$ cat config.mk
export PLATFORM = sky130hd
export DESIGN_NAME = ppts_ctrl
export DESIGN_NICKNAME = d
export VERILOG_FILES = /design/src/rtl/ppts_pkg.sv /design/src/rtl/ppts_ctrl.sv
export VERILOG_INCLUDE_DIRS = /design/src /design/src/rtl
export SDC_FILE = /design/constraint.sdc
export NUM_CORES = 1
export LEC_CHECK = 0
export ABC_AREA = 1
export BUFFER_PORTS_ARGS = -buffer_cell sky130_fd_sc_hd__buf_4
export CORE_AREA = 10 10 47 49
export CTS_CLUSTER_DIAMETER = 40
export CTS_CLUSTER_SIZE = 14
export DETAILED_ROUTE_END_ITERATION = 10
export DIE_AREA = 0 0 57 59
export PLACE_DENSITY = 0.58
export SLEW_MARGIN = 10
export SYNTH_ARGS = -nofsm -noshare
export SYNTH_HDL_FRONTEND = slang
export SYNTH_SLANG_ARGS = --single-unit
$ cat constraint.sdc
create_clock -name clk -period 1.8 [get_ports clk]
set_input_delay 0.09 -clock clk [delete_from_list [all_inputs] [get_ports clk]]
set_output_delay 0.09 -clock clk [all_outputs]
set_load 0.02 [all_outputs]
$ cat src/rtl/periodic_priority_task_scheduler_macros.svh
// Assertion macros used by the scheduler controller.
`ifndef PERIODIC_PRIORITY_TASK_SCHEDULER_MACROS_SVH
`define PERIODIC_PRIORITY_TASK_SCHEDULER_MACROS_SVH

// The antecedent implies the consequent in the same cycle.
`define PPTS_ASSERT_IMPL(label, clk_s, rst_s, ante, cons) \
    label: assert property (@(posedge clk_s) disable iff (!rst_s) (ante) |-> (cons)) \
        else $error("assertion failed");

// The antecedent implies the consequent in the next cycle.
`define PPTS_ASSERT_NEXT(label, clk_s, rst_s, ante, cons) \
    label: assert property (@(posedge clk_s) disable iff (!rst_s) (ante) |=> (cons)) \
        else $error("assertion failed");

`endif

$ cat src/rtl/ppts_pkg.sv
//------------------------------------------------------------------------------
// ppts_pkg
// Shared types, codes and sizes of the periodic priority task scheduler.
//------------------------------------------------------------------------------
`timescale 1ns / 1ps
package ppts_pkg;

    localparam int MAX_TASKS = 16;
    localparam int IDX_W     = $clog2(MAX_TASKS);
    localparam int CNT_W     = $clog2(MAX_TASKS + 1);

    typedef enum logic [3:0] {
        CMD_SCHEDULE = 4'd0,
        CMD_ADD      = 4'd1,
        CMD_DELAY    = 4'd2,
        CMD_REMOVE   = 4'd3,
        CMD_PROMOTE  = 4'd4,
        CMD_LOCK     = 4'd5,
        CMD_UNLOCK   = 4'd6,
        CMD_SETRUN   = 4'd7,
        CMD_CLEAR    = 4'd8
    } cmd_t;

    localparam logic [1:0] ST_READY   = 2'd0;
    localparam logic [1:0] ST_BLOCKED = 2'd1;
    localparam logic [1:0] ST_FAILED  = 2'd2;

    typedef struct packed {
        logic [3:0]  command;
        logic [31:0] now_ms;
        logic [3:0]  task_index;
        logic [31:0] period_ms;
        logic [31:0] delay_ms;
        logic [7:0]  priority_value;
        logic        flag_value;
    } in_item_t;

    typedef struct packed {
        logic [3:0] chosen_task;
        logic       task_chosen;
        logic       run_ok;
        logic       accepted;
        logic [4:0] tasks_in_use;
    } out_item_t;

    typedef enum logic [2:0] {
        S_IDLE,
        S_SCAN,
        S_APPLY,
        S_SHIFT,
        S_CLEAR,
        S_OUT
    } state_t;

    // Commands from controller to datapath.
    typedef struct packed {
        logic load;      // capture input item, pointer to zero (to the index for a remove)
        logic scan_step; // evaluate entry at pointer, advance
        logic apply;     // single-entry update
        logic shift_step;// move entry pointer+1 down to pointer
        logic clr_step;  // zero entry at pointer
        logic finish;    // marks the last scan or clear step
    } ctl_t;

    // Status from datapath to controller.
    typedef struct packed {
        logic [3:0] cmd;
        logic       valid;
        logic       scan_last;
        logic       shift_last;
        logic       clr_last;
    } sts_t;

endpackage

$ cat src/rtl/ppts_ctrl.sv
//------------------------------------------------------------------------------
// ppts_ctrl
// Sequencer that steps the datapath through scans, shifts and clears.
//------------------------------------------------------------------------------
`timescale 1ns / 1ps
module ppts_ctrl (
    input  logic           clk,
    input  logic           rst_n,
    input  logic           in_valid,
    output logic           in_ready,
    output logic           out_valid,
    input  logic           out_ready,
    input  ppts_pkg::sts_t sts,
    output ppts_pkg::ctl_t ctl
);
    import ppts_pkg::*;
    `include "periodic_priority_task_scheduler_macros.svh"

    state_t state_reg, state_next;

    // Next state.
    always_comb
    begin
        state_next = state_reg;
        unique case (state_reg)
            S_IDLE:
            begin
                if (in_valid)
                    state_next = S_APPLY;
            end
            S_APPLY:
            begin
                // For a remove the pointer already holds the index, so no entry
                // sits above it when the pointer is at the top held slot.
                priority case (1'b1)
                    (sts.cmd == CMD_SCHEDULE) || (sts.cmd == CMD_LOCK):
                        state_next = S_SCAN;
                    (sts.cmd == CMD_REMOVE) && sts.valid:
                        state_next = sts.scan_last ? S_CLEAR : S_SHIFT;
                    sts.cmd == CMD_CLEAR:
                        state_next = S_CLEAR;
                    default:
                        state_next = S_OUT;
                endcase
            end
            S_SCAN:
            begin
                if (sts.scan_last)
                    state_next = S_OUT;
            end
            S_SHIFT:
            begin
                if (sts.shift_last)
                    state_next = S_CLEAR;
            end
            S_CLEAR:
            begin
                if (sts.clr_last)
                    state_next = S_OUT;
            end
            S_OUT:
            begin
                if (out_ready)
                    state_next = S_IDLE;
            end
            default: state_next = S_IDLE;
        endcase
    end

    // Outputs.
    always_comb
    begin
        ctl        = '0;
        in_ready   = 1'b0;
        out_valid  = 1'b0;
        unique case (state_reg)
            S_IDLE:
            begin
                in_ready = 1'b1;
                ctl.load = in_valid;
            end
            S_APPLY: ctl.apply = 1'b1;
            S_SCAN:
            begin
                ctl.scan_step = 1'b1;
                ctl.finish    = sts.scan_last;
            end
            S_SHIFT: ctl.shift_step = 1'b1;
            S_CLEAR:
            begin
                ctl.clr_step = 1'b1;
                ctl.finish   = sts.clr_last;
            end
            S_OUT: out_valid = 1'b1;
            default: ;
        endcase
    end

    always_ff @(posedge clk or negedge rst_n)
    begin
        if (!rst_n)
            state_reg <= S_IDLE;
        else
            state_reg <= state_next;
    end

    `PPTS_ASSERT_IMPL(a_ready_idle, clk, rst_n, in_ready, !out_valid)
    `PPTS_ASSERT_NEXT(a_out_hold, clk, rst_n, out_valid && !out_ready, out_valid)
    `PPTS_ASSERT_NEXT(a_load_apply, clk, rst_n, ctl.load, state_reg == S_APPLY)
endmodule

==> impl_metrics.json <==
{
  "fin_skew_ns": 0.002172,
  "period_minus_slack_ns": 1.446,
  "end_kind": "output port",
  "antenna_cells": 0,
  "yosysTopAreaCellShare_pct": 24.91,
  "synthFlopType": "dfrtp_1",
  "met2_usage_pct": 11.16,
  "finalInstanceArea_sq_um": 545.5,
  "max_cap_violations": 0,
  "largest_reg_flops": 3,
  "finalWorstSetupSlack_ns": 0.3542,
  "synth_top_family_by_area": "simple AND/OR/NAND/NOR gates",
  "die-width_um": 57,
  "startpoint_type": "flop",
  "areaGrowthSynthToFinish_pct": 57.40,
  "grt_util_met1_pct": 5.437,
  "synth_edf_count": 0,
  "wl_um": 987,
  "postSynthAreaPerCell_sq_um": 5.501,
  "tns_ns": 0,
  "synthMuxAreaShare_pct": 0,
  "clkSinkCount": 3,
  "placed_cell_area_sq_um": 509.2,
  "ys_top_cells_by_area": "nand2_1, dfrtp_1, inv_1",
  "syn_area_sq_um": 346.6,
  "ys_seq_area_share_pct": 21.66,
  "yosysTopAreaCell": "nand2_1",
  "clock-root-buffer": "clkbuf_4",
  "synth_xor_area_share_pct": 0,
  "multiInputGateArea_sq_um": 219.0,
  "overflow": 0,
  "status": "completed",
  "power.density_nw_per_um2": 1477,
  "relSlewSlack_pct": 83.56,
  "power.total_w": 0.0008057,
  "grt_pass1_vias": 419,
  "synthAdderAreaFrac_pct": 0,
  "place.port_buffers": 19,
  "die_area_sq_um": 3363,
  "cts_buffer_depth": 2,
  "max_slew.worst_pin.slew_ns": 0.2453,
  "synthSimpleGateAreaFrac_pct": 58.48,
  "vdd_drop_max_uv": 592.3,
  "hold_violations": 0,
  "grt_busiest_layer": "met2",
  "rsz0062_at_grt": "no",
  "syn_inst": 63,
  "final_util_pct": 38.93,
  "synthDistinctLibCells": 17,
  "worstPathArrival_ns": 1.36,
  "drt-wirelength-per-cell_um": 9.583,
  "nets": 100,
  "cp_data_required_time_ns": 1.71,
  "register_area_sq_um": 75.07,
  "postRouteAntennaNets": 0,
  "cp_max_fo": 6,
  "coreArea_sq_um": 1401,
  "drc": 0,
  "antenna_found_initial": 0,
  "synth_commonest_cells": "nand2_1, inv_1, nor2_1, nor2_2",
  "drt_iter0_drc": 9,
  "synth_compound_area_share_pct": 4.693,
  "clkLatencyLatePin_ns": 0.23,
  "drive_above_1_share_pct": 36.78,
  "slew_viol_final": 0,
  "start_util_pct": 24.73,
  "grt_max_degree": 7,
  "gp_congestion": 0.7638,
  "synth-warning-count": 0,
  "dp_slack_ns": 0.5922,
  "cts-buffers-inserted": 3,
  "critical_path_class": "flop to output port",
  "post_cts_buffers": 0,
  "ys_async_sr_fraction_pct": 100.0,
  "num_vias": 426,
  "setup_viol": 0,
  "ios": 20,
  "grt_pass1_wl_um": 1642,
  "rows": 14,
  "dp.final_hpwl_um": 884.1,
  "syn_nets": 75,
  "fmax_ghz": 0.6916,
  "cts.clk_slew.worst_paths_ns": 0.04,
  "hp-class": "input pin to flop",
  "grt.total_usage_pct": 5.781,
  "first_pass_iters": 4,
  "cts_tree": "built",
  "synth-seq-cells": 3,
  "h-tree-depth": 1,
  "use_met3_pct": 2.146,
  "fill_cells": 171,
  "timing.final.crit_share_pct": 80.32,
  "synth_most_common_cell": "nand2_1",
  "die_h_um": 59,
  "cellLeakagePower_nw": 0.3316,
  "viasPerCell": 4.136
}
## metrics by stage
| step | hold WS, ns | instances |
|---|---|---|
| floorplan | -0.2056 | 63 |
| global placement | -0.1186 | 98 |
| detailed placement | -0.1185 | 98 |
| CTS | 0.1587 | 103 |
| global route | 0.1863 | 103 |
| finish | 0.1578 | 103 |
## path summary, 6_finish.rpt
| kind | slack, ns | cells past startpoint | end | startpoint |
|---|---|---|---|---|
| min in group asynchronous | 0.19 | 2 | state_reg[2] | rst_n |
| min | 0.16 | 4 | state_reg[1] | sts[1] |
| max in group asynchronous | 1.51 | 2 | state_reg[0] | rst_n |
| max | 0.35 | 6 | ctl[0] | state_reg[1] |
| min reg2reg | 0.64 | 2 | state_reg[0] | state_reg[0] |
| max reg2reg | 0.59 | 6 | state_reg[1] | state_reg[1] |
## cells in the final DEF, fill, tap and decap left out, types with 2 or more instances in the layout
master,Yosys,layout
clkbuf_4,0,3
inv_1,12,12
nand2_2,2,2
inv_2,2,2
nor2_1,5,5
nand3_1,3,3
nand2_1,23,23
buf_4,0,19
dfrtp_1,3,3
nor2_2,4,4
## layer usage
layer	vias to the layer above	share of wire, %
met5	-	0
met4	0	0
met3	0	4.5
met2	9	57
met1	180	38
li1	237	-
## area by class of cell
type	instances	share of cell area, %
Multi-Input combinational cell	46	40.14
Inverter	14	9.633
Sequential cell	3	13.76
Clock buffer	4	4.817
Timing Repair Buffer	20	27.98
Tap cell	16	3.670
## kinds of logic (layout without fill, tap and decap cells)
family                 Yosys count  after routing
buffers and inverters           14             38
AO/OA/AOI/OAI                    3              3
AND/OR/NAND/NOR                 43             43
flip-flops                       3              3
## critical path: stages, from the launching register on
cell and delay, ns:
dfrtp_1 0.44, inv_1 0.09, nand2_2 0.06, nor2_2 0.15
inv_1 0.07, o22ai_1 0.15, buf_4 0.16
## power breakdown
group	switching, W	internal, W
sequential	0.0000415	0.000101
combinational	0.000332	0.000214
clock	0.0000340	0.0000830
total	0.000408	0.000398
## repair_timing
item,in CTS,in global routing
endpoints found under the hold margin,3,0
hold buffers,1,0
gates resized for setup,0,0
No activity file was read; power rests on OpenSTA's default activity.
